$ cat config.mk
export PLATFORM = sky130hd
export DESIGN_NAME = seht_cell
export DESIGN_NICKNAME = d
export VERILOG_FILES = /design/src/rtl/core/seht_pkg.sv /design/src/rtl/core/seht_cell.sv
export SDC_FILE = /design/constraint.sdc
export NUM_CORES = 1
export LEC_CHECK = 0
export ABC_AREA = 1
export ABC_CLOCK_PERIOD_IN_PS = 800
export BUFFER_PORTS_ARGS = -buffer_cell sky130_fd_sc_hd__buf_2
export CAP_MARGIN = 20
export CORE_AREA = 4 4 197 199
export CTS_CLUSTER_SIZE = 28
export DETAILED_ROUTE_END_ITERATION = 8
export DIE_AREA = 0 0 201 203
export HOLD_SLACK_MARGIN = 0.06
export PLACE_DENSITY = 0.44
export SYNTH_ARGS = -nofsm -noshare
export SYNTH_HDL_FRONTEND = slang
export SYNTH_SLANG_ARGS = --single-unit
$ cat constraint.sdc
create_clock -name clk -period 0.8 [get_ports clk]
set_clock_uncertainty 0.15 [all_clocks]
set_input_delay 0.08 -clock clk [delete_from_list [all_inputs] [get_ports clk]]
set_output_delay 0.08 -clock clk [all_outputs]
set_load 0.03 [all_outputs]
$ cat src/rtl/core/seht_pkg.sv
// Shared types and constants of the sorted epoch history table.
package seht_pkg;

	// Default number of records the table holds.
	localparam int CAPACITY_DEF = 512;

	// Width of the reported table length.
	localparam int LEN_W = 10;

	// Item kinds.
	localparam logic KIND_UPDATE = 1'b0;
	localparam logic KIND_QUERY  = 1'b1;

	// Result status codes.
	localparam logic [2:0] ST_OVERWRITTEN = 3'd0;
	localparam logic [2:0] ST_INSERTED    = 3'd1;
	localparam logic [2:0] ST_DROPPED     = 3'd2;
	localparam logic [2:0] ST_HIT         = 3'd3;
	localparam logic [2:0] ST_MISS        = 3'd4;

	// One stored record.
	typedef struct packed {
		logic [63:0] epoch;
		logic [63:0] effective;
		logic [63:0] activating;
		logic [63:0] deactivating;
	} rec_t;

	// Input beat.
	typedef struct packed {
		logic        kind;
		logic [63:0] epoch;
		logic [63:0] effective;
		logic [63:0] activating;
		logic [63:0] deactivating;
	} item_t;

	// Result beat.
	typedef struct packed {
		logic [2:0]       status;
		logic [LEN_W-1:0] table_length;
		logic [63:0]      hit_epoch;
		logic [63:0]      hit_effective;
		logic [63:0]      hit_activating;
		logic [63:0]      hit_deactivating;
	} result_t;

	// Ring control from the head unit to the cell chain.
	typedef struct packed {
		logic shift;
		rec_t data;
	} ring_t;

endpackage

$ cat src/rtl/core/seht_cell.sv
// One table cell: holds a record and takes its neighbor's record on a shift.
module seht_cell (
	input  logic           clk,
	input  logic           shift,
	input  seht_pkg::rec_t d,
	output seht_pkg::rec_t q
);

	seht_pkg::rec_t rec_q;

	// Record register; the chain moves one slot per shift cycle.
	always_ff @(posedge clk) begin
		if (shift) begin
			rec_q <= d;
		end
	end

	assign q = rec_q;

endmodule

==> results_dict.tcl, run 1 <==
set metrics [dict create \
    status "complete, but fails checks" \
    failed_checks "hold timing, setup timing" \
    synthCells 256 \
    switching_share_pct 24.8 \
    drive_above_1_share_pct 52.5 \
    multi_input_gates 0 \
    critPathRequiredTime_ns 0.57 \
    cts_tree "yes" \
    fin_nets 1335 \
    syn_area_um2 7690 \
    largest_reg_flops 256 \
    wl_per_cell_um 16.5 \
    io_pins 514 \
    path_cells "buf_6" \
    tns_ns -127.79 \
    fin_cells 1571 \
    post_cts_buffers 0 \
    place.port_buffers 513 \
    fmax_mhz 734 \
    cts_hold_buf 256 \
    critPathArrivalTime_ns 1.13 \
    rows 71 \
    final_hold_viol_count 169 \
    min_period_ns 1.36 \
    diodes 0 \
    critPathKind "reg -> out" \
    cts.clk_slew.worst_paths_ns 0.06 \
    crit_fanout 1 \
    slew_viol_final 0 \
    internal_power_w 0.0271 \
    pwr-share-seq_pct 45.8 \
    cts-buffers-inserted 29 \
    wl_um 26000 \
    cts_sinks 256 \
    p_sw_w 0.00893 \
    max-slew-margin-rel_pct 80.2 \
    hpwl_um 17300 \
    overflow 0 \
    antenna_left 0 \
    leakagePower_nw 6.72 \
    end_kind "primary output" \
    die_y_um 203 \
    cts_root_buf "clkbuf_16" \
    setup_viol 256 \
    place_congestion 0.718 \
    cp-start-kind "flop" \
    yosysSeqAreaShare_pct 100 \
    path_depth 1 \
    die_area_um2 40800 \
    drtIter0Drc 143 \
    num_vias 5793 \
    vias_per_cell 3.69 \
    grt_pass1_vias 6621 \
    antenna_found_initial 0 \
    die_x_um 201 \
    pwr-share-comb_pct 18.0 \
    firstDrtPassIters 4 \
    areaGrowthSynthToFinish_pct 111 \
    clockBufferDepth 3 \
    cap_violations 0 \
    min_path_cells 2 \
    grt_use_total_pct 12.1 \
    grt_max_degree 51 \
    dp_cells 1264 \
    drc 0 \
    period_share_pct 170 \
    p_clk_share_pct 36.2 \
    cp_slowest_stage_delay_ns 0.43 \
    slowest_stage "edfxtp_1" \
    multiInputGateArea_um2 0 \
    grt_pass1_wl_um 38600 \
    syn_avg_cell_area_um2 30.0 \
    ir_worst_vdd_v 0.00180 \
    initial_core_util_pct 20.7 \
    coreArea_um2 37200 \
    n_fill_cell 3232 \
    syn_nets 514 \
    synth-warning-count 0 \
    power_per_cell_area_nw_per_um2 2220 \
    hold_path_class "in -> reg" \
    rsz0062_at_grt "yes" \
    synth_cell_type_count 1 \
    worst_pin_slew_ns 0.298 \
    fin_hold_ws_ns -0.164 \
    synth-seq-cells 256 \
    ctsHtreeMaxLevel 1 \
    fin_ws_ns -0.562 \
    worst-path-buf-inv 1 \
    cp_top_family "flip-flops" \
]
[cell usage after synthesis, drive strengths merged]
master	number	area, um2
edfxtp	256	7690
[routing by layer]
| layer | vias up | share of wire [%] | track usage [%] |
|---|---|---|---|
| met3 | 42 | 10 | 4.97 |
| met1 | 2746 | 34 | 12.1 |
| li1 | 2698 | - | - |
| met4 | 0 | 2.7 | 4.01 |
| met2 | 307 | 53 | 22.6 |
| met5 | - | 0 | 0 |
[path summary, 6_finish.rpt]
kind | from | endpoint | slack, ns
setup / recovery | q[229] | q[229] | -0.56
hold / removal | shift | q[202] | -0.16
[power by group through the flow]
stage                     logic [W]  registers, W  clock network, W
after global routing        0.00678        0.0166            0.0141
after detailed placement    0.00433        0.0165                 0
after CTS                   0.00652        0.0165            0.0135
after global placement      0.00433        0.0164                 0
final                       0.00650        0.0165            0.0130
after floorplan                   0        0.0187                 0
[area by class of cell]
cell class	count	area, um2	share of cell area [%]
clock buffer	33	741	4.57
tap	474	593	3.66
timing repair buffer	790	6990	43.1
sequential	256	7690	47.4
clock inverter	18	199	1.23
[what timing repair did]
item                                    CTS  global route
endpoints found under the hold margin   512           256
endpoints found under the setup margin  256           256
resized for setup                       512             0
pin swaps                                 0             0
[cells in the final DEF (no fill, tap or decap)]
cell type | synthesis | routed
clkbuf_1 | 0 | 4
buf_6 | 0 | 256
buf_12 | 0 | 7
clkinv_1 | 0 | 5
buf_4 | 0 | 14
clkinv_2 | 0 | 4
bufinv_16 | 0 | 4
dlygate4sd3_1 | 0 | 256
edfxtp_1 | 256 | 256
clkinv_4 | 0 | 2
clkinvlp_4 | 0 | 3
clkbuf_16 | 0 | 29
buf_8 | 0 | 1
buf_2 | 0 | 256
[cells by family (layout without fill, tap and decap cells)]
family,after synthesis,in the layout,share of synthesized area [%]
buffers and inverters,0,841,0
flip-flops,256,256,100
[metrics by stage]
stage	utilization, %	area (um2)	hold WS (ns)	total power (W)	setup slack [ns]
after CTS	43.5	16200	-0.180	0.0365	-0.614
after detailed placement	29.8	11100	0.108	0.0208	-0.284
after global routing	43.5	16200	-0.177	0.0375	-0.608
after global placement	29.8	11100	0.107	0.0208	-0.272
after floorplan	-	7690	0.0289	0.0187	0.0744
final	43.5	16200	-0.164	0.0360	-0.562
Note: power is estimated with default switching activity, not from simulation.
==> inputs of run 2 (changes only) <==
--- a/config.mk
+++ b/config.mk
@@ -9,12 +9,13 @@
 export ABC_CLOCK_PERIOD_IN_PS = 800
 export BUFFER_PORTS_ARGS = -buffer_cell sky130_fd_sc_hd__buf_2
 export CAP_MARGIN = 20
-export CORE_AREA = 4 4 197 199
+export CORE_AREA = 2 2 201 203
 export CTS_CLUSTER_SIZE = 28
 export DETAILED_ROUTE_END_ITERATION = 8
-export DIE_AREA = 0 0 201 203
+export DIE_AREA = 0 0 203 205
 export HOLD_SLACK_MARGIN = 0.06
-export PLACE_DENSITY = 0.44
+export PLACE_DENSITY = 0.42
+export RECOVER_POWER = 100
 export SYNTH_ARGS = -nofsm -noshare
 export SYNTH_HDL_FRONTEND = slang
 export SYNTH_SLANG_ARGS = --single-unit
==> run 2 against run 1 <==
Critical endpoint is now q[113]. Die area increased by 2.0%. Sequential share of layout area fell by 0.16 points. Largest cell class unchanged. Via count up 1.4%. The flow still finishes with violations (hold timing, setup timing). Routed wire length is 6.2% higher.
==> results_dict.tcl, run 2 (synthesis results as in run 1) <==
set metrics [dict create \
    min_period_ns 1.38 \
    cts-buffers-inserted 30 \
    largest_reg_flops 256 \
    setup_viol 256 \
    firstDrtPassIters 4 \
    final_cell_mix "259 x buf_6, 256 x dlygate4sd3_1, 256 x edfxtp_1, 229 x buf_2, 41 x clkbuf_1" \
    final_common_cell "buf_6" \
    rows 73 \
    clockBufferDepth 3 \
    pwr-share-seq_pct 45.1 \
    cts.clk_slew.worst_paths_ns 0.06 \
    worst_pin_slew_ns 0.389 \
    leakagePower_nw 6.66 \
    failed_checks "hold timing, setup timing" \
    grt_max_degree 30 \
    cts_hold_buf 256 \
    die_area_um2 41600 \
    cp-start-kind "flop" \
    antenna_left 0 \
    cap_violations 0 \
    cts_sinks 256 \
    drive_above_1_share_pct 49.6 \
    critPathRequiredTime_ns 0.57 \
    vias_per_cell 3.60 \
    internal_power_w 0.0274 \
    crit_fanout 1 \
    switching_share_pct 25.2 \
    ctsHtreeMaxLevel 1 \
    grt_pass1_wl_um 39700 \
    drc 0 \
    antenna_found_initial 2 \
    overflow 0 \
    status "complete, but fails checks" \
    multiInputGateArea_um2 0 \
    ir_worst_vdd_v 0.00175 \
    rsz0062_at_grt "yes" \
    max-slew-margin-rel_pct 74.0 \
    tns_ns -137.77 \
    num_vias 5872 \
    place.port_buffers 513 \
    grt_pass1_vias 6679 \
    worst-path-buf-inv 1 \
    initial_core_util_pct 19.5 \
    cts_tree "yes" \
    wl_per_cell_um 16.9 \
    power_per_cell_area_nw_per_um2 2250 \
    critPathArrivalTime_ns 1.15 \
    drtIter0Drc 220 \
    hpwl_um 19400 \
    cp_top_family "flip-flops" \
    slowest_stage "edfxtp_1" \
    coreArea_um2 39400 \
    place_congestion 0.799 \
    post_cts_buffers 0 \
    slew_viol_final 0 \
    hold_path_class "in -> reg" \
    end_kind "primary output" \
    period_share_pct 173 \
    p_sw_w 0.00922 \
    multi_input_gates 0 \
    fin_total_pwr_w 0.0366 \
    fin_nets 1341 \
    final_hold_viol_count 7 \
    fin_hold_ws_ns -0.159 \
    p_clk_share_pct 37.1 \
    fmax_mhz 723 \
    n_fill_cell 3548 \
    io_pins 514 \
    critPathKind "reg -> out" \
    die_y_um 205 \
    pwr-share-comb_pct 17.8 \
    path_cells "buf_6" \
    cp_slowest_stage_delay_ns 0.41 \
    grt_use_total_pct 12.7 \
    areaGrowthSynthToFinish_pct 112 \
    fin_ws_ns -0.584 \
    final_util_pct 41.3 \
    die_x_um 203 \
    cts_root_buf "clkbuf_16" \
    wl_um 27600 \
]
[run 2: layout make-up]
| class | count | area (um2) | share of cell area, % |
|---|---|---|---|
| repair buffers | 795 | 6930 | 42.6 |
| clock inverters | 13 | 191 | 1.18 |
| flip-flops and latches | 256 | 7690 | 47.3 |
| clock buffers | 41 | 792 | 4.87 |
| well taps | 525 | 657 | 4.04 |
| diodes | 1 | 2.50 | 0.0154 |
[run 2: power groups by stage]
| stage | clock network (W) | logic (W) | registers, W |
|---|---|---|---|
| 2_1_floorplan | 0 | 0 | 0.0187 |
| 3_5_place_dp | 0 | 0.00443 | 0.0165 |
| 6_report | 0.0136 | 0.00652 | 0.0165 |
| 5_1_grt | 0.0145 | 0.00679 | 0.0166 |
| 3_3_place_gp | 0 | 0.00444 | 0.0165 |
| 4_1_cts | 0.0140 | 0.00662 | 0.0165 |
[run 2: timing repair]
action	CTS	global route
endpoints found under the hold margin	512	330
resized for setup	512	0
endpoints found under the setup margin	256	256
[run 2: path summary, 6_finish.rpt]
check / from / end / cells after the start
worst max-delay path: q[113] / q[113] / 1
worst min-delay path: shift / q[164] / 2
[run 2: per-layer routing]
metal / part of all wire [%] / global-route usage, % / up-vias
met3: 9.2 / 5.01 / 56
met2: 53 / 22.9 / 307
met4: 3.3 / 4.22 / 0
li1: - / - / 2713
met1: 35 / 13.5 / 2796
met5: 0 / 0 / -
[run 2: metrics by stage]
stage          instance area, um2  std cells  hold slack [ns]  worst slack, ns
3_5_place_dp                11300       1320            0.108           -0.254
3_3_place_gp                11300       1320            0.107           -0.253
5_1_grt                     16300       1631           -0.176           -0.644
4_1_cts                     16400       1630           -0.293           -0.634
6_report                    16300       1631           -0.159           -0.584
2_1_floorplan                7690        256           0.0289           0.0744
