### config.mk
export PLATFORM = sky130hd
export DESIGN_NAME = seht_ctrl
export DESIGN_NICKNAME = d
export VERILOG_FILES = /design/src/rtl/core/seht_pkg.sv /design/src/rtl/core/seht_ctrl.sv
export SDC_FILE = /design/constraint.sdc
export NUM_CORES = 1
export LEC_CHECK = 0
export ABC_AREA = 1
export ABC_CLOCK_PERIOD_IN_PS = 43300
export BUFFER_PORTS_ARGS = -buffer_cell sky130_fd_sc_hd__buf_2
export CORE_AREA = 4 4 405 407
export CTS_CLUSTER_DIAMETER = 40
export DETAILED_ROUTE_END_ITERATION = 8
export DIE_AREA = 0 0 409 411
export PLACE_DENSITY = 0.5
export SLEW_MARGIN = 30
export SYNTH_ARGS = -nofsm -noshare
export SYNTH_HDL_FRONTEND = slang
export SYNTH_SLANG_ARGS = --single-unit
export TNS_END_PERCENT = 100
### constraint.sdc
create_clock -name clk -period 43.3 [get_ports clk]
set_clock_uncertainty 0.1 [all_clocks]
set_input_delay 12.99 -clock clk [delete_from_list [all_inputs] [get_ports clk]]
set_output_delay 12.99 -clock clk [all_outputs]
set_load 0.005 [all_outputs]
### src/rtl/core/seht_pkg.sv
// Shared types and constants of the sorted epoch history table.
package seht_pkg;

	// Default number of records the table holds.
	localparam int CAPACITY_DEF = 512;

	// Width of the reported table length.
	localparam int LEN_W = 10;

	// Item kinds.
	localparam logic KIND_UPDATE = 1'b0;
	localparam logic KIND_QUERY  = 1'b1;

	// Result status codes.
	localparam logic [2:0] ST_OVERWRITTEN = 3'd0;
	localparam logic [2:0] ST_INSERTED    = 3'd1;
	localparam logic [2:0] ST_DROPPED     = 3'd2;
	localparam logic [2:0] ST_HIT         = 3'd3;
	localparam logic [2:0] ST_MISS        = 3'd4;

	// One stored record.
	typedef struct packed {
		logic [63:0] epoch;
		logic [63:0] effective;
		logic [63:0] activating;
		logic [63:0] deactivating;
	} rec_t;

	// Input beat.
	typedef struct packed {
		logic        kind;
		logic [63:0] epoch;
		logic [63:0] effective;
		logic [63:0] activating;
		logic [63:0] deactivating;
	} item_t;

	// Result beat.
	typedef struct packed {
		logic [2:0]       status;
		logic [LEN_W-1:0] table_length;
		logic [63:0]      hit_epoch;
		logic [63:0]      hit_effective;
		logic [63:0]      hit_activating;
		logic [63:0]      hit_deactivating;
	} result_t;

	// Ring control from the head unit to the cell chain.
	typedef struct packed {
		logic shift;
		rec_t data;
	} ring_t;

endpackage

### src/rtl/core/seht_ctrl.sv
// Head unit: sequencing, compare and insert logic at the exit of the cell ring.
module seht_ctrl #(
	parameter int CAPACITY = seht_pkg::CAPACITY_DEF
) (
	input  logic              clk,
	input  logic              arst_n,
	input  logic              start,
	input  seht_pkg::item_t   item,
	input  seht_pkg::rec_t    head,
	output logic              busy,
	output logic              done,
	output seht_pkg::result_t result,
	output seht_pkg::ring_t   ring
);

	localparam int IW = $clog2(CAPACITY);
	localparam int CW = $clog2(CAPACITY + 1);

	localparam logic [1:0] S_IDLE = 2'd0;
	localparam logic [1:0] S_SCAN = 2'd1;
	localparam logic [1:0] S_EMIT = 2'd2;

	logic [1:0]      state_q;
	logic [CW-1:0]   count_q;
	logic [IW-1:0]   idx_q;
	logic [IW-1:0]   off_q;
	logic            found_q;
	logic            ins_q;
	logic            ovw_q;
	logic            qhit_q;
	seht_pkg::item_t req_q;
	seht_pkg::rec_t  carry_q;
	seht_pkg::rec_t  hit_q;

	logic            accept;
	logic [63:0]     off64;
	logic            qhit;
	seht_pkg::rec_t  new_rec;
	logic            in_range;
	logic            at_tail;
	logic            match;
	logic            older;
	logic            last;
	logic            take_ovw;
	logic            take_ins;
	logic [CW-1:0]   count_nx;
	logic [CW+seht_pkg::LEN_W-1:0] len_ext;

	assign accept = start && (state_q == S_IDLE);
	assign busy   = (state_q != S_IDLE);

	// Query offset from the newest epoch, checked against the fill level.
	assign off64 = head.epoch - item.epoch;
	assign qhit  = (count_q != '0) && (item.epoch <= head.epoch) && (off64 < 64'(count_q));

	assign new_rec = '{epoch: req_q.epoch, effective: req_q.effective,
		activating: req_q.activating, deactivating: req_q.deactivating};

	// Slot compare for the record leaving the ring.
	assign in_range = CW'(idx_q) < count_q;
	assign at_tail  = CW'(idx_q) == count_q;
	assign match    = head.epoch == req_q.epoch;
	assign older    = head.epoch < req_q.epoch;
	assign last     = idx_q == IW'(CAPACITY - 1);

	assign take_ovw = (req_q.kind == seht_pkg::KIND_UPDATE) && !found_q && in_range && match;
	assign take_ins = (req_q.kind == seht_pkg::KIND_UPDATE) && !found_q && !take_ovw &&
		((in_range && older) || at_tail);

	// Record pushed into the tail of the ring.
	always_comb begin
		ring.shift = (state_q == S_SCAN);
		ring.data  = head;
		if (take_ovw || take_ins) begin
			ring.data = new_rec;
		end else if (ins_q) begin
			ring.data = carry_q;
		end
	end

	// Sequencer and head registers.
	always_ff @(posedge clk or negedge arst_n) begin
		if (!arst_n) begin
			state_q <= S_IDLE;
			count_q <= '0;
			idx_q   <= '0;
			found_q <= 1'b0;
			ins_q   <= 1'b0;
			ovw_q   <= 1'b0;
			qhit_q  <= 1'b0;
		end else begin
			unique case (state_q)
				S_IDLE: begin
					if (accept) begin
						state_q <= S_SCAN;
						idx_q   <= '0;
						found_q <= 1'b0;
						ins_q   <= 1'b0;
						ovw_q   <= 1'b0;
						qhit_q  <= qhit;
					end
				end
				S_SCAN: begin
					if (take_ovw) begin
						found_q <= 1'b1;
						ovw_q   <= 1'b1;
					end
					if (take_ins) begin
						found_q <= 1'b1;
						ins_q   <= 1'b1;
					end
					idx_q <= idx_q + 1'b1;
					if (last) begin
						state_q <= S_EMIT;
					end
				end
				S_EMIT: begin
					count_q <= count_nx;
					state_q <= S_IDLE;
				end
				default: begin
					state_q <= S_IDLE;
				end
			endcase
		end
	end

	// Payload registers: request, shifted-out carry and query capture.
	always_ff @(posedge clk) begin
		if (accept) begin
			req_q <= item;
			off_q <= off64[IW-1:0];
		end
		if (state_q == S_SCAN) begin
			if (take_ins || ins_q) begin
				carry_q <= head;
			end
			if (idx_q == off_q) begin
				hit_q <= head;
			end
		end
	end

	// Fill level after this item.
	assign count_nx = (ins_q && (count_q != CW'(CAPACITY))) ? count_q + 1'b1 : count_q;
	assign len_ext  = {{seht_pkg::LEN_W{1'b0}}, count_nx};

	// Result beat, shown for the single emit cycle.
	always_comb begin
		done = (state_q == S_EMIT);
		result = '0;
		result.table_length = len_ext[seht_pkg::LEN_W-1:0];
		if (req_q.kind == seht_pkg::KIND_UPDATE) begin
			if (ovw_q) begin
				result.status = seht_pkg::ST_OVERWRITTEN;
			end else if (ins_q) begin
				result.status = seht_pkg::ST_INSERTED;
			end else begin
				result.status = seht_pkg::ST_DROPPED;
			end
		end else if (qhit_q) begin
			result.status           = seht_pkg::ST_HIT;
			result.hit_epoch        = hit_q.epoch;
			result.hit_effective    = hit_q.effective;
			result.hit_activating   = hit_q.activating;
			result.hit_deactivating = hit_q.deactivating;
		end else begin
			result.status = seht_pkg::ST_MISS;
		end
	end

endmodule

==> results.json, run 1 <==
{
  "htree_levels": 4,
  "fin_tns_setup_ns": 0,
  "cts_hold_buf": 0,
  "wirelength_um": 174000,
  "die_x_um": 409,
  "drt_iter0_drc": 3120,
  "seq_area_frac_synth_pct": 58.9,
  "rrSetupSlack_ns": 38.56,
  "hold_depth": 2,
  "clk_pin_slew_worst_paths_ns": 0.04,
  "hold_viol_final": 0,
  "muxShareOfSynthArea_pct": 6.24,
  "p_per_area_nw_per_um2": 42.4,
  "ff2ff_path_depth": 15,
  "fin_crit_sh_pct": 72.7,
  "r2r-start": "new_rec[219]$_DFFE_PP_",
  "yosysUniqueCellTypes": 46,
  "min_to": "found_q$_DFFE_PN0P_",
  "cts.sinks": 803,
  "drive_above_1_share_pct": 25.6,
  "grtUsageTotal_pct": 19.8,
  "leakagePower_nw": 26.2,
  "vias": 33300,
  "gp_congestion": 0.949,
  "ir_drop_mv": 0.0375,
  "clkLatencyLatePin_ns": 0.79,
  "fin_nets": 5836,
  "rsz0062_at_grt": "false",
  "min_from": "found_q$_DFFE_PN0P_",
  "yosysWarnings": 0,
  "cp.required_ns": 30.21,
  "synth-compound-area-share_pct": 5.96,
  "synth-xor-area-share_pct": 0.602,
  "overflow": 0,
  "start_kind": "input port",
  "antenna_found_initial": 68,
  "status": "complete, no violations",
  "synth_cells": 4065,
  "synth_edf_count": 778,
  "cts_tree": "done",
  "hold_class": "flop to flop",
  "end_kind": "output pin",
  "area_growth_pct": 31.4,
  "synth_top_family_by_area": "simple AND/OR/NAND/NOR gates",
  "r2r-end": "carry_q[85]$_DFFE_PP_",
  "wire_per_inst_um": 23.2,
  "post_cts_resized": 0,
  "multi_input_area_um2": 13200,
  "setup_viol": 0,
  "async_reset_ff_share_pct": 3.11,
  "slew_headroom_pct": 36.3,
  "fin_crit_ns": 31.48,
  "grt_pass1_wl_um": 239000,
  "maxCapViolations": 0,
  "first_pass_iters": 6,
  "num_rows": 147,
  "grt_pass1_vias": 32100,
  "synthFlopType": "edfxtp_1",
  "fill_cells": 16600,
  "start_util_pct": 25.4,
  "io_pins": 1044,
  "clockBufferDepth": 3,
  "postCtsSetupBuffers": 0,
  "core_um2": 160000,
  "synthAdderAreaFrac_pct": 4.66,
  "drc_errors": 0,
  "max_freq_ghz": 0.0318,
  "synth_fp_nets": 4732,
  "synth.avg_cell_area_um2": 10.0,
  "holdWs_ns": 0.417,
  "dp_hpwl_um": 136000,
  "slew_violations": 0,
  "syn_area_um2": 40700,
  "synthSimpleGateAreaFrac_pct": 14.8,
  "cts_root_buf": "clkbuf_16",
  "cp.arrival_ns": 18.39,
  "via_per_inst": 4.45,
  "drtAntennaViolNets": 0,
  "seq_area_um2": 24000,
  "die_y_um": 411,
  "tightest_slew_ns": 0.956,
  "critPathKind": "input port to output pin",
  "cp_max_fo": 93,
  "port_buffers": 1043,
  "grt_max_degree": 149,
  "ys_ff_latch": 803,
  "numCtsBuffers": 147,
  "die-area_um2": 168000
}
==> through the flow <==
step	worst slack [ns]	total power, W	instances	cell area (um2)	utilization [%]
finish	11.82	0.00227	7479	53500	33.4
global placement	11.71	0.00107	7179	48100	30.1
global route	11.44	0.00235	7460	53500	33.4
detailed placement	11.65	0.00107	7179	48200	30.1
floorplan	0.631	0.000969	4065	40700	-
CTS	11.65	0.00230	7453	53400	33.4
==> cells in the mapped netlist, types with 2 or more instances <==
master	instances	area [um2]
inv_1	746	2800
xor2_1	23	201
buf_4	13	97.6
o21bai_1	13	97.6
edfxtp_1	778	23400
clkbuf_1	60	225
nand2_1	934	3510
nand3_1	85	425
xnor2_1	5	43.8
nand3b_1	13	97.6
o21ai_1	237	1190
buf_6	36	405
o21ai_0	50	250
a221oi_1	2	17.5
a21boi_1	2	15.0
mux2i_1	254	2540
buf_2	3	15.0
a21o_1	2	15.0
o21ai_2	20	175
buf_1	2	7.51
a21oi_1	106	531
buf_8	2	30.0
o211ai_1	5	37.5
nand2_2	4	25.0
ha_1	150	1880
nand4_1	29	181
inv_2	2	7.51
nor4_1	4	25.0
nor3_1	23	115
and2_1	5	31.3
o31ai_1	2	15.0
dfrtp_1	25	626
nor2_1	413	1550
o22ai_1	5	31.3
==> where the power goes <==
| group | total [W] | internal (W) | switching, W |
|---|---|---|---|
| clock network | 0.00122 | 0.000777 | 0.000438 |
| registers | 0.000869 | 0.000866 | 0.00000310 |
| logic | 0.000187 | 0.0000661 | 0.000121 |
==> placed cells by master (no fill, tap or decap), types with 10 or more instances in the layout <==
cell / count
nand3b_1: 13
nand4_1: 29
nand3_1: 85
xor2_1: 23
nor3_1: 23
edfxtp_1: 778
dfrtp_1: 24
clkinv_4: 10
o21ai_1: 234
buf_2: 1043
bufinv_16: 23
o21ai_2: 23
a21oi_1: 106
clkbuf_1: 14
buf_4: 20
ha_1: 150
inv_1: 745
mux2i_1: 250
inv_6: 15
nand2_1: 933
clkinv_1: 21
o21bai_1: 13
diode_2: 25
o21ai_0: 49
clkbuf_16: 148
clkinv_2: 16
nor2_1: 413
==> sequential cells by signal, indices dropped and copies added (netlist names), 2 cells and up <==
name,flops
count_q,10
idx_q,9
state_q,2
carry_q,256
off_q,9
new_rec,256
hit_q,256
==> worst max-delay path by stage <==
stage / start / to / slack, ns / depth (start not counted)
after floorplan: state_q[1]$_DFFE_PN0P_ / hit_q[0]$_DFFE_PP_ / 0.63 / 7
after global placement: head[219] / ring[103] / 11.71 / 19
after detailed placement: head[219] / ring[55] / 11.65 / 19
after CTS: head[219] / ring[55] / 11.65 / 19
after global routing: head[219] / ring[50] / 11.44 / 19
final: head[219] / ring[55] / 11.82 / 19
==> worst max-delay path: stages <==
cell	delay (ns)
buf_2	0.15
ha_1	0.32
a21oi_1	0.16
o21ai_0	0.10
nand2_1	0.07
o211ai_1	0.21
a21oi_1	0.52
o21ai_0	0.34
nand2_1	0.14
nand2_1	0.07
nand2_2	0.08
nand2_2	0.09
nand2_8	0.48
buf_4	0.67
buf_4	0.72
buf_6	0.62
nand2_1	0.13
o21ai_1	0.14
buf_2	0.14
==> metal layers <==
| layer | global-route usage, % | up-vias | routed length [um] |
|---|---|---|---|
| met3 | 5.01 | 256 | 13500 |
| li1 | - | 15700 | - |
| met1 | 26.4 | 16100 | 75300 |
| met5 | 0 | - | 177 |
| met2 | 32.2 | 1280 | 80900 |
| met4 | 5.00 | 28 | 3790 |
==> area by class of cell <==
cell class                 instances  area share, %
inverter                         748           5.26
clock inverter                   112           2.77
antenna                           25          0.117
timing repair buffer            1071           10.3
tap                             2160           5.05
multi-input combinational       2398           24.7
sequential                       803           44.8
clock buffer                     162           7.02
==> cell families (layout without fill, tap and decap cells) <==
group                    Yosys count  after routing
AO/OA/AOI/OAI                    449            449
buffers and inverters            864           2093
adder cells (fa/ha/maj)          151            151
multiplexers                     254            254
XOR/XNOR                          28             28
AND/OR/NAND/NOR                 1516           1516
other                              0             25
flip-flops                       803            803
Power figures use the tool's default switching activity.
==> run 2, diff against run 1 <==
--- a/config.mk
+++ b/config.mk
@@ -6,7 +6,7 @@
 export NUM_CORES = 1
 export LEC_CHECK = 0
 export ABC_AREA = 1
-export ABC_CLOCK_PERIOD_IN_PS = 43300
+export ABC_CLOCK_PERIOD_IN_PS = 25600
 export BUFFER_PORTS_ARGS = -buffer_cell sky130_fd_sc_hd__buf_2
 export CORE_AREA = 4 4 405 407
 export CTS_CLUSTER_DIAMETER = 40
==> constraint.sdc (replaced) <==
create_clock -name clk -period 25.6 [get_ports clk]
set_clock_uncertainty 0.1 [all_clocks]
set_input_delay 7.68 -clock clk [delete_from_list [all_inputs] [get_ports clk]]
set_output_delay 7.68 -clock clk [all_outputs]
set_load 0.005 [all_outputs]
==> results.json, run 2 (synthesis gave the netlist of run 1 again) <==
{
  "status": "complete, no violations",
  "grtUsageTotal_pct": 19.8,
  "layout_common_cells": "buf_2 (1,043), nand2_1 (933), edfxtp_1 (778), inv_1 (745), nor2_1 (413)",
  "end_kind": "output pin",
  "antenna_found_initial": 80,
  "tightest_slew_ns": 1.13,
  "start_kind": "input port",
  "slew_headroom_pct": 24.5,
  "drc_errors": 0,
  "grt_max_degree": 156,
  "numCtsBuffers": 148,
  "post_cts_resized": 0,
  "start_util_pct": 25.4,
  "r2r-start": "ins_q$_DFFE_PN0P_",
  "holdWs_ns": 0.413,
  "fin_crit_sh_pct": 79.1,
  "min_from": "found_q$_DFFE_PN0P_",
  "r2r-end": "carry_q[110]$_DFFE_PP_",
  "area_growth_pct": 31.0,
  "setup_viol": 0,
  "wire_per_inst_um": 23.2,
  "cts_hold_buf": 0,
  "hold_class": "flop to flop",
  "drive_above_1_share_pct": 25.5,
  "die_y_um": 411,
  "fin_nets": 5837,
  "grt_pass1_wl_um": 239000,
  "ir_drop_mv": 0.0586,
  "fin_cells": 7488,
  "num_rows": 147,
  "port_buffers": 1043,
  "ff2ff_path_depth": 4,
  "layout_commonest_cell": "buf_2",
  "slowest_stage": "buf_4",
  "die_x_um": 409,
  "vias": 33500,
  "cp.arrival_ns": 12.47,
  "cts_tree": "done",
  "clkLatencyLatePin_ns": 0.78,
  "postCtsSetupBuffers": 0,
  "hold_viol_final": 0,
  "critPathKind": "input port to output pin",
  "via_per_inst": 4.47,
  "die-area_um2": 168000,
  "rsz0062_at_grt": "false",
  "fin_tns_setup_ns": 0,
  "cts_root_buf": "clkbuf_16",
  "crit_chain": "buf_2 > ha_1 > a21oi_1 > o21ai_0 > nand2_1 > o211ai_1 > a21oi_1 > o21ai_0 > nand2_1 > nand2_1 > nand2_2 > nand2_2 > nand2_8 > buf_4 > buf_4 > nand2_1 > o21ai_1 > buf_2",
  "min_to": "found_q$_DFFE_PN0P_",
  "grt_pass1_vias": 32900,
  "cts.sinks": 803,
  "dp_hpwl_um": 136000,
  "first_pass_iters": 5,
  "max_stage_delay_ns": 0.76,
  "maxCapViolations": 0,
  "overflow": 0,
  "drtAntennaViolNets": 0,
  "core_um2": 160000,
  "fin_crit_ns": 20.25,
  "drt_iter0_drc": 2846,
  "wirelength_um": 173000,
  "gp_congestion": 0.945,
  "slew_violations": 0,
  "io_pins": 1044,
  "p_per_area_nw_per_um2": 71.0,
  "numPlacedInstances": 7180,
  "htree_levels": 4,
  "clk_pin_slew_worst_paths_ns": 0.05,
  "cp_max_fo": 111,
  "cp.required_ns": 17.82,
  "leakagePower_nw": 26.2,
  "worst_path_most_repeated_cell": "nand2_1",
  "max_freq_ghz": 0.0494,
  "rrSetupSlack_ns": 21.22,
  "clockBufferDepth": 3,
  "hold_depth": 2
}
-- run 2: changes by cell type in the layout (fill, tap and decap cells not counted), moves of 3 or more --
cell / delta
diode_2: +9
bufinv_16: -5
clkinv_1: -5
clkinv_2: +5
clkinvlp_4: +5
clkbuf_1: +4
buf_4: +3
o21ai_1: +3
o21ai_2: -3
-- run 2: area by class of cell --
| cell class | count | area (um2) |
|---|---|---|
| clock buffers | 169 | 3820 |
| flip-flops and latches | 803 | 24000 |
| fillers | 16700 | 107000 |
| multi-input cells | 2398 | 13200 |
| inverters | 748 | 2820 |
| repair buffers | 1071 | 5480 |
| clock inverters | 105 | 1270 |
| well taps | 2160 | 2700 |
| diodes | 34 | 85.1 |
-- run 2: metrics by stage --
step | instance area (um2) | util [%] | setup WS [ns] | total power, W
6_report | 53400 | 33.3 | 5.35 | 0.00379
2_1_floorplan | 40700 | - | 5.57 | 0.00164
5_1_grt | 53300 | 33.3 | 5.03 | 0.00393
3_5_place_dp | 48200 | 30.1 | 5.42 | 0.00181
4_1_cts | 53300 | 33.3 | 5.41 | 0.00383
3_3_place_gp | 48200 | 30.1 | 5.52 | 0.00181
-- run 2: how the worst max path moves through the flow --
stage	slack [ns]	cells after the start	from	endpoint
after floorplan	5.57	4	ins_q$_DFFE_PN0P_	carry_q[0]$_DFFE_PP_
after global placement	5.52	18	head[219]	ring[94]
after detailed placement	5.42	18	head[219]	ring[92]
after CTS	5.41	18	head[219]	ring[92]
after global routing	5.03	18	head[219]	ring[92]
final	5.35	18	head[219]	ring[92]
-- run 2: where the power goes --
part / total [W] / internal (W) / leakage (nW) / switching (W)
clock network: 0.00200 / 0.00127 / 2.45 / 0.000731
logic: 0.000316 / 0.000111 / 16.0 / 0.000205
registers: 0.00147 / 0.00146 / 7.72 / 0.00000530
-- run 2: routing by layer --
layer	track usage (%)	part of all wire (%)	vias up
met5	0	0.11	-
met4	7.73	3.4	30
met3	6.61	8.8	302
met2	31.3	46	1342
met1	25.0	42	16100
li1	-	-	15700
-- run 2: critical path: cells and delay by family --
kind / cells / cell delay (ns)
AOI/OAI and AO/OA: 6 / 1.24
adders and majority gates: 1 / 0.32
and+or+nand+nor: 7 / 1.06
buffers and inverters: 4 / 1.86
